`src/design/bpdd_pkg.sv`:
```
// Package for the base-p digit dominance block.
// Default widths, fixed port widths and register reset values.
// No dependencies.
package bpdd_pkg;

	localparam int VALUE_BITS_DEF = 64;
	localparam int BASE_BITS_DEF  = 16;

	// Width of the position result port.
	localparam int POS_BITS = 6;

	// Radix register reset value; the scan raises smaller radix values to BASE_MIN.
	localparam int BASE_RESET = 2;
	localparam int BASE_MIN   = 2;

endpackage

```
`src/design/base_p_digit_dominance.sv`:
```
// Top level of the base-p digit dominance block: radix register, scan, divider, output register.
// Depends on bpdd_pkg, bpdd_scan and bpdd_divider.
//
// channel | direction | handshake             | payload
// cfg     | in        | cfg_valid / cfg_ready | digit_base
// in      | in        | in_valid / in_ready   | candidate, limit
// out     | out       | out_valid / out_ready | exceeds, no_position, position, gap,
//         |           |                       | next_candidate
//
// Requests are taken one at a time. Per request the scan runs the shared bit-serial
// divider, one quotient bit per cycle, once for each base-p digit scanned (up to
// VALUE_BITS digits) and once more when a position is found; the divider width is
// the max of VALUE_BITS and BASE_BITS. in_ready is high only while idle.
// Reset (arst_n low) sets the radix to 2 and empties the scan and the output register.
// A result waits in the output register while the scan already takes the next request.
module base_p_digit_dominance #(
	parameter int VALUE_BITS = bpdd_pkg::VALUE_BITS_DEF,
	parameter int BASE_BITS  = bpdd_pkg::BASE_BITS_DEF
) (
	input  logic                          clk,
	input  logic                          arst_n,
	input  logic                          cfg_valid,
	output logic                          cfg_ready,
	input  logic [BASE_BITS-1:0]          digit_base,
	input  logic                          in_valid,
	output logic                          in_ready,
	input  logic [VALUE_BITS-1:0]         candidate,
	input  logic [VALUE_BITS-1:0]         limit,
	output logic                          out_valid,
	input  logic                          out_ready,
	output logic                          exceeds,
	output logic                          no_position,
	output logic [bpdd_pkg::POS_BITS-1:0] position,
	output logic [VALUE_BITS-1:0]         gap,
	output logic [VALUE_BITS-1:0]         next_candidate
);

	// Divider width covers both the values and any radix the register can hold.
	localparam int DW = (VALUE_BITS > BASE_BITS) ? VALUE_BITS : BASE_BITS;

	logic [BASE_BITS-1:0]            base_q;
	logic                            out_valid_q;
	logic                            exceeds_q;
	logic                            no_position_q;
	logic [bpdd_pkg::POS_BITS-1:0]   position_q;
	logic [VALUE_BITS-1:0]           gap_q;
	logic [VALUE_BITS-1:0]           next_q;

	logic                            div_start;
	logic [DW-1:0]                   div_divisor;
	logic [DW-1:0]                   div_dividend_a;
	logic [DW-1:0]                   div_dividend_b;
	logic                            div_done;
	logic [DW-1:0]                   div_quo_a;
	logic [DW-1:0]                   div_quo_b;
	logic [DW-1:0]                   div_rem_a;
	logic [DW-1:0]                   div_rem_b;

	logic                            res_valid;
	logic                            res_take;
	logic                            res_exceeds;
	logic                            res_no_position;
	logic [bpdd_pkg::POS_BITS-1:0]   res_position;
	logic [VALUE_BITS-1:0]           res_gap;
	logic [VALUE_BITS-1:0]           res_next;

	// Radix register: the user must write it only while idle; the block does not enforce this, so always ready.
	assign cfg_ready = 1'b1;

	always_ff @(posedge clk or negedge arst_n) begin
		if (!arst_n) begin
			base_q <= BASE_BITS'(bpdd_pkg::BASE_RESET);
		end else if (cfg_valid) begin
			base_q <= digit_base;
		end
	end

	bpdd_scan #(
		.VALUE_BITS(VALUE_BITS),
		.BASE_BITS (BASE_BITS),
		.DW        (DW)
	) u_scan (
		.clk            (clk),
		.arst_n         (arst_n),
		.base           (base_q),
		.in_valid       (in_valid),
		.in_ready       (in_ready),
		.candidate      (candidate),
		.limit          (limit),
		.div_start      (div_start),
		.div_divisor    (div_divisor),
		.div_dividend_a (div_dividend_a),
		.div_dividend_b (div_dividend_b),
		.div_done       (div_done),
		.div_quo_a      (div_quo_a),
		.div_quo_b      (div_quo_b),
		.div_rem_a      (div_rem_a),
		.div_rem_b      (div_rem_b),
		.res_valid      (res_valid),
		.res_take       (res_take),
		.res_exceeds    (res_exceeds),
		.res_no_position(res_no_position),
		.res_position   (res_position),
		.res_gap        (res_gap),
		.res_next       (res_next)
	);

	bpdd_divider #(
		.W(DW)
	) u_div (
		.clk       (clk),
		.arst_n    (arst_n),
		.start     (div_start),
		.divisor   (div_divisor),
		.dividend_a(div_dividend_a),
		.dividend_b(div_dividend_b),
		.done      (div_done),
		.quo_a     (div_quo_a),
		.quo_b     (div_quo_b),
		.rem_a     (div_rem_a),
		.rem_b     (div_rem_b)
	);

	// Output register: take the scan result when empty or being drained.
	assign res_take = res_valid && (!out_valid_q || out_ready);

	always_ff @(posedge clk or negedge arst_n) begin
		if (!arst_n) begin
			out_valid_q <= 1'b0;
		end else if (res_take) begin
			out_valid_q <= 1'b1;
		end else if (out_ready) begin
			out_valid_q <= 1'b0;
		end
	end

	always_ff @(posedge clk) begin
		if (res_take) begin
			exceeds_q     <= res_exceeds;
			no_position_q <= res_no_position;
			position_q    <= res_position;
			gap_q         <= res_gap;
			next_q        <= res_next;
		end
	end

	assign out_valid      = out_valid_q;
	assign exceeds        = exceeds_q;
	assign no_position    = no_position_q;
	assign position       = position_q;
	assign gap            = gap_q;
	assign next_candidate = next_q;

endmodule

```
`src/design/bpdd_divider.sv`:
```
// Shared restoring divider for the base-p digit dominance block.
// Two dividends over one common divisor, one quotient bit per cycle.
// Depends on nothing but its parameter.
module bpdd_divider #(
	parameter int W = 64
) (
	input  logic         clk,
	input  logic         arst_n,
	input  logic         start,
	input  logic [W-1:0] divisor,
	input  logic [W-1:0] dividend_a,
	input  logic [W-1:0] dividend_b,
	output logic         done,
	output logic [W-1:0] quo_a,
	output logic [W-1:0] quo_b,
	output logic [W-1:0] rem_a,
	output logic [W-1:0] rem_b
);

	localparam int CW = $clog2(W);

	logic          busy_q;
	logic          done_q;
	logic [CW-1:0] cnt_q;
	logic [W-1:0]  div_q;
	logic [W-1:0]  qa_q;
	logic [W-1:0]  qb_q;
	logic [W-1:0]  ra_q;
	logic [W-1:0]  rb_q;
	logic [W:0]    step_a;
	logic [W:0]    step_b;

	// One restoring step: returns {new remainder, quotient bit}.
	function automatic logic [W:0] div_step(input logic [W-1:0] rem, input logic msb,
			input logic [W-1:0] dv);
		logic [W:0]   shifted;
		logic [W+1:0] diff;
		shifted = {rem, msb};
		diff    = {1'b0, shifted} - {2'b00, dv};
		if (diff[W+1]) begin
			div_step = {shifted[W-1:0], 1'b0};
		end else begin
			div_step = {diff[W-1:0], 1'b1};
		end
	endfunction

	assign step_a = div_step(ra_q, qa_q[W-1], div_q);
	assign step_b = div_step(rb_q, qb_q[W-1], div_q);

	always_ff @(posedge clk or negedge arst_n) begin
		if (!arst_n) begin
			busy_q <= 1'b0;
			done_q <= 1'b0;
			cnt_q  <= '0;
		end else begin
			done_q <= 1'b0;
			if (start) begin
				busy_q <= 1'b1;
				cnt_q  <= CW'(W - 1);
			end else if (busy_q) begin
				cnt_q <= cnt_q - CW'(1);
				if (cnt_q == '0) begin
					busy_q <= 1'b0;
					done_q <= 1'b1;
				end
			end
		end
	end

	always_ff @(posedge clk) begin
		if (start) begin
			div_q <= divisor;
			qa_q  <= dividend_a;
			qb_q  <= dividend_b;
			ra_q  <= '0;
			rb_q  <= '0;
		end else if (busy_q) begin
			ra_q <= step_a[W:1];
			rb_q <= step_b[W:1];
			qa_q <= {qa_q[W-2:0], step_a[0]};
			qb_q <= {qb_q[W-2:0], step_b[0]};
		end
	end

	assign done  = done_q;
	assign quo_a = qa_q;
	assign quo_b = qb_q;
	assign rem_a = ra_q;
	assign rem_b = rb_q;

endmodule

```
`src/design/bpdd_scan.sv`:
```
// Digit scan sequencer for the base-p digit dominance block.
// Drives the shared divider per digit, tracks p^k, then forms gap and next value.
// Depends on bpdd_pkg.
module bpdd_scan #(
	parameter int VALUE_BITS = bpdd_pkg::VALUE_BITS_DEF,
	parameter int BASE_BITS  = bpdd_pkg::BASE_BITS_DEF,
	parameter int DW         = (VALUE_BITS > BASE_BITS) ? VALUE_BITS : BASE_BITS
) (
	input  logic                         clk,
	input  logic                         arst_n,
	input  logic [BASE_BITS-1:0]         base,
	input  logic                         in_valid,
	output logic                         in_ready,
	input  logic [VALUE_BITS-1:0]        candidate,
	input  logic [VALUE_BITS-1:0]        limit,
	output logic                         div_start,
	output logic [DW-1:0]                div_divisor,
	output logic [DW-1:0]                div_dividend_a,
	output logic [DW-1:0]                div_dividend_b,
	input  logic                         div_done,
	input  logic [DW-1:0]                div_quo_a,
	input  logic [DW-1:0]                div_quo_b,
	input  logic [DW-1:0]                div_rem_a,
	input  logic [DW-1:0]                div_rem_b,
	output logic                         res_valid,
	input  logic                         res_take,
	output logic                         res_exceeds,
	output logic                         res_no_position,
	output logic [bpdd_pkg::POS_BITS-1:0] res_position,
	output logic [VALUE_BITS-1:0]        res_gap,
	output logic [VALUE_BITS-1:0]        res_next
);

	localparam int KW = $clog2(VALUE_BITS) + 1;

	typedef enum logic [2:0] {
		S_IDLE,
		S_CHECK,
		S_DIV,
		S_FINAL,
		S_SUM,
		S_DONE
	} state_t;

	state_t                          state_q;
	logic [BASE_BITS-1:0]            p_q;
	logic [VALUE_BITS-1:0]           cand_q;
	logic [VALUE_BITS-1:0]           lim_q;
	logic [DW-1:0]                   a_q;
	logic [DW-1:0]                   b_q;
	logic [VALUE_BITS-1:0]           pk_q;
	logic [KW-1:0]                   k_q;
	logic                            exc_q;
	logic                            found_q;
	logic [VALUE_BITS-1:0]           gap_q;
	logic [VALUE_BITS-1:0]           next_q;
	logic [VALUE_BITS-1:0]           mul_acc_q;
	logic [VALUE_BITS-1:0]           mul_x_q;
	logic [BASE_BITS-1:0]            mul_y_q;
	logic                            digits_left;
	logic                            in_take;
	logic                            dig_gt;
	logic                            dig_lt;

	assign in_ready    = (state_q == S_IDLE);
	assign in_take     = in_ready && in_valid;
	assign digits_left = (a_q != '0) || (b_q != '0);
	assign dig_gt      = div_rem_a > div_rem_b;
	assign dig_lt      = div_rem_a < div_rem_b;

	// Per digit: divide both values by p; at the end, if a position was found: candidate by p^k.
	assign div_start      = (state_q == S_CHECK) && (digits_left || found_q);
	assign div_divisor    = digits_left ? DW'(p_q) : DW'(pk_q);
	assign div_dividend_a = digits_left ? a_q : DW'(cand_q);
	assign div_dividend_b = b_q;

	always_ff @(posedge clk or negedge arst_n) begin
		if (!arst_n) begin
			state_q <= S_IDLE;
		end else begin
			case (state_q)
				S_IDLE: begin
					if (in_valid) state_q <= S_CHECK;
				end
				S_CHECK: begin
					if (digits_left) state_q <= S_DIV;
					else if (found_q) state_q <= S_FINAL;
					else state_q <= S_DONE;
				end
				S_DIV: begin
					if (div_done) state_q <= S_CHECK;
				end
				S_FINAL: begin
					if (div_done) state_q <= S_SUM;
				end
				S_SUM: begin
					state_q <= S_DONE;
				end
				S_DONE: begin
					if (res_take) state_q <= S_IDLE;
				end
				default: begin
					state_q <= S_IDLE;
				end
			endcase
		end
	end

	always_ff @(posedge clk) begin
		if (in_take) begin
			p_q     <= (base < BASE_BITS'(bpdd_pkg::BASE_MIN)) ?
				BASE_BITS'(bpdd_pkg::BASE_MIN) : base;
			cand_q  <= candidate;
			lim_q   <= limit;
			a_q     <= DW'(candidate);
			b_q     <= DW'(limit);
			pk_q    <= VALUE_BITS'(1);
			k_q     <= '0;
			exc_q   <= 1'b0;
			found_q <= 1'b0;
		end
		// p^k * p by shift-add, one radix bit per divider cycle; DW >= BASE_BITS,
		// so the product is complete before the division ends.
		if (div_start && digits_left) begin
			mul_acc_q <= '0;
			mul_x_q   <= pk_q;
			mul_y_q   <= p_q;
		end else if (state_q == S_DIV) begin
			if (mul_y_q[0]) mul_acc_q <= mul_acc_q + mul_x_q;
			mul_x_q <= mul_x_q << 1;
			mul_y_q <= mul_y_q >> 1;
		end
		if (state_q == S_CHECK && !digits_left && !found_q) begin
			gap_q  <= '0;
			next_q <= lim_q;
		end
		if (state_q == S_DIV && div_done) begin
			a_q   <= div_quo_a;
			b_q   <= div_quo_b;
			exc_q <= exc_q | dig_gt;
			if (!found_q) begin
				if (dig_lt) begin
					found_q <= 1'b1;
				end else begin
					// p^k past the last position may wrap; never used then
					pk_q <= mul_acc_q;
					k_q  <= k_q + KW'(1);
				end
			end
		end
		if (state_q == S_FINAL && div_done) begin
			gap_q <= pk_q - div_rem_a[VALUE_BITS-1:0];
		end
		if (state_q == S_SUM) begin
			next_q <= cand_q + gap_q;
		end
	end

	assign res_valid       = (state_q == S_DONE);
	assign res_exceeds     = exc_q;
	assign res_no_position = !found_q;
	assign res_position    = found_q ? bpdd_pkg::POS_BITS'(k_q) : '0;
	assign res_gap         = gap_q;
	assign res_next        = next_q;

endmodule

```
`config.mk`:
```
export PLATFORM = sky130hd
export DESIGN_NAME = base_p_digit_dominance
export DESIGN_NICKNAME = d
export VERILOG_FILES = /design/src/design/bpdd_pkg.sv /design/src/design/base_p_digit_dominance.sv /design/src/design/bpdd_divider.sv /design/src/design/bpdd_scan.sv
export SDC_FILE = /design/constraint.sdc
export NUM_CORES = 2
export LEC_CHECK = 0
export ABC_AREA = 1
export ABC_CLOCK_PERIOD_IN_PS = 13700
export BUFFER_PORTS_ARGS = -buffer_cell sky130_fd_sc_hd__buf_4
export CAP_MARGIN = 15
export CORE_ASPECT_RATIO = 1.4
export CORE_UTILIZATION = 35
export CTS_CLUSTER_DIAMETER = 80
export CTS_CLUSTER_SIZE = 14
export DETAILED_ROUTE_END_ITERATION = 8
export PLACE_DENSITY = 0.49
export SYNTH_ARGS = -nofsm -noshare
export SYNTH_HDL_FRONTEND = slang
export SYNTH_SLANG_ARGS = --single-unit
export TNS_END_PERCENT = 30
```
`constraint.sdc`:
```
create_clock -name clk -period 13.7 [get_ports clk]
set_input_delay 1.37 -clock clk [delete_from_list [all_inputs] [get_ports clk]]
set_output_delay 1.37 -clock clk [all_outputs]
set_load 0.01 [all_outputs]
```
==> reports/metrics.csv <==
stage;metric;value;unit
routing;routed_via_density;5.15;
synthesis;synth_fp_nets;10528;
routing;ant_nets;0;
setup_path;cpMostUsedCell;nand2_1;
sta;finalHoldViolations;0;
setup_path;critical-path-slowest-cell;nor2_1;
clock_network;cts_hold_buf;0;
clock_network;cts-resized-gates;0;
global_routing;grt_pass1_vias;67317;
placed_design;globalplace.congestion;1.11;
global_routing;antenna_found_initial;8;
sta;maxSlewViolCount;0;
sta;slew_headroom;22.7;%
synthesis;syn-instance-count;9990;
synthesis;ys_types;52;
sta;timing.final.crit_share;37.4;%
clock_network;clockRootBuffer;clkbuf_16;
sta;finClkSkew;0.0687;ns
clock_network;clk_pin_slew;0.08;ns
routing;routed-via-count;66680;
sta;tns;0;ns
synthesis;yosysTopAreaCellShare;34.0;%
setup_path;crit_type;reg -> reg;
setup_path;arrival;5.80;ns
global_routing;grt_max_degree;130;
sta;worst_pin_slew;1.16;ns
global_routing;grt_overflow;0;
die;die_w;384;microns
die;coreArea;0.203;sq mm
final_layout;nets;10732;
pwr;p_per_area;263;mW/mm^2
sta;rsz0062_at_grt;false;
setup_path;path_delay_family;simple AND/OR/NAND/NOR gates;
synthesis;ys_ff_latch;1100;
setup_path;critPathMaxFanout;75;
synthesis;ys.flop_type;edfxtp_1;
pwr;ir_drop;0.132;mV
synthesis;synth_area;0.0715;sq mm
routing;wl;338000;microns
die;die_area;0.206;sq mm
final_layout;drive_above_1_share;5.38;%
die;start_util;35.2;%
setup_path;crit_chain;inv_1, ha_1, nand2_1, inv_1, nand3_1, nor2_1, nand3_1, nor2_1, nand2_1, nand2_2, buf_4, nand2_2, buf_4, inv_2, nand2_1, o21ai_1;
min_path;hold_class;reg -> reg;
clock_network;ctsLongestPathBuffers;3;
placed_design;port_buffers;286;
synthesis;avgSynthCellArea;7.16;sq um
setup_path;crit_buf_inv;5;
die;row_count;196;
clock_network;postCtsSetupBuffers;0;
synthesis;synthTopCellsByCount;3215 x nand2_1, 1685 x inv_1, 1015 x nor2_1, 809 x edfxtp_1, 732 x nand3_1;
clock_network;clkSinkCount;1100;
pwr;leakage;37.9;nW
die;top_level_ports;288;
clock_network;cts_made_buffers;101;
clock_network;cts_tree;built;
synthesis;synth_edf_count;809;
sta;finalSetupViolations;0;
routing;drt_iter0_drc;4843;
global_routing;grt_pass1_wl;475000;microns
synthesis;yosys_warnings;0;
clock_network;clk_latency;0.80;ns
synthesis;yosysMostFrequentCell;nand2_1;
synthesis;synth_area_leader_cell;edfxtp_1;
pwr;total_power;20.9;mW
sta;fmax;195;MHz
run_status;status;completed;
synthesis;synthTopCellsByArea;edfxtp_1 34%, nand2_1 17%, inv_1 8.8%;
setup_path;endpoint_kind;flip-flop;
synthesis;ys_seq_area_share;42.3;%
global_routing;globalRouteTotalUtil;32.4;%
clock_network;htree_levels;3;
final_layout;area_delta_synth_final;11.1;%
setup_path;crit_required;14.38;ns
routing;firstDrtPassIters;6;
routing;wl_per_cell;26.1;microns
synthesis;async_reset_ff_share;2.55;%
routing;route.detailed.drc;0;
placed_design;place_hpwl;279000;microns
setup_path;start_kind;flip-flop;
run;cap_violations;0;
die;die_h;537;microns
sta;finalCriticalPeriod;5.12;ns
setup_path;slowest_delay;0.86;ns
-- final cells by class --
type	instances	area (sq um)
fill	21920	124000
multi-input combinational	6944	33700
sequential	1100	30300
inverter	1709	6430
tap	2673	3340
clock buffer	147	2730
timing repair buffer	338	2570
clock inverter	31	489
antenna	5	12.5
-- sequential cells by signal (all words and copies together) (netlist names), 64 cells and up --
name and cells:
gap 64, next_candidate 64, u_div.div_q 64, u_div.quo_a 64
u_div.quo_b 64, u_div.rem_a 64, u_div.rem_b 64, u_scan.a_q 64
u_scan.cand_q 64, u_scan.div_dividend_b 64, u_scan.lim_q 64, u_scan.mul_acc_q 64
u_scan.mul_x_q 64, u_scan.pk_q 64, u_scan.res_gap 64, u_scan.res_next 64
-- cell usage in the layout, fill, tap and decap left out, types with 102 or more instances in the layout --
cell type / instances
ha_1: 384
clkbuf_16: 102
nand2_1: 3211
edfxtp_1: 809
nand3_1: 731
inv_1: 1683
o21ai_0: 509
buf_4: 335
nor2_1: 1011
a21oi_1: 495
dfxtp_1: 263
-- metal layers --
layer | vias to the layer above | GRT usage [%] | part of all wire, %
li1 | 32275 | - | -
met1 | 31648 | 34.2 | 36
met2 | 2045 | 58.1 | 49
met3 | 706 | 3.48 | 4.3
met4 | 6 | 26.2 | 9.9
met5 | - | 0 | 0.012
-- per-stage QoR --
stage	util (%)	worst slack [ns]	area, sq um	instances	hold slack, ns
3_5_place_dp	37.5	8.61	76300	12763	0.405
2_1_floorplan	-	2.04	71500	9990	0.400
3_3_place_gp	37.5	8.63	76300	12763	0.402
4_1_cts	39.1	8.58	79500	12941	0.419
5_1_grt	39.1	8.32	79500	12943	0.423
6_report	39.1	8.58	79500	12947	0.418
-- final timing paths --
kind / end / start / slack (ns) / cells after the start
min in group asynchronous: u_div.cnt_q[2]$_DFFE_PN0P_ / arst_n / 0.49 / 1
worst min register to register: next_candidate[55]$_DFFE_PP_ / u_scan.res_next[55]$_DFFE_PP_ / 0.42 / 0
worst max-delay path: u_scan.pk_q[7]$_DFF_P_ / u_div.rem_b[59]$_SDFFE_PP0P_ / 8.58 / 16
worst min-delay path: next_candidate[55]$_DFFE_PP_ / u_scan.res_next[55]$_DFFE_PP_ / 0.42 / 0
max in group asynchronous: base_q[1]$_DFFE_PN1P_ / arst_n / 12.89 / 1
worst max register to register: u_scan.pk_q[7]$_DFF_P_ / u_div.rem_b[59]$_SDFFE_PP0P_ / 8.58 / 16
-- cells by family after synthesis --
group	Yosys count	share of synthesized area, %
AND/OR/NAND/NOR	5196	29.4
buffers and inverters	1946	10.7
AO/OA/AOI/OAI	1231	9.11
flip-flops	1100	42.3
adder cells (fa/ha/maj)	389	6.86
XOR/XNOR	117	1.43
multiplexers	10	0.157
other	1	0.00524
-- power by group --
part | switching [mW] | leakage (nW) | internal (mW)
logic | 8.75 | 26.1 | 3.57
registers | 0.811 | 10.2 | 4.86
clock network | 1.46 | 1.53 | 1.48
total | 11.0 | 37.9 | 9.91
Note: power is estimated with default switching activity, not from simulation.
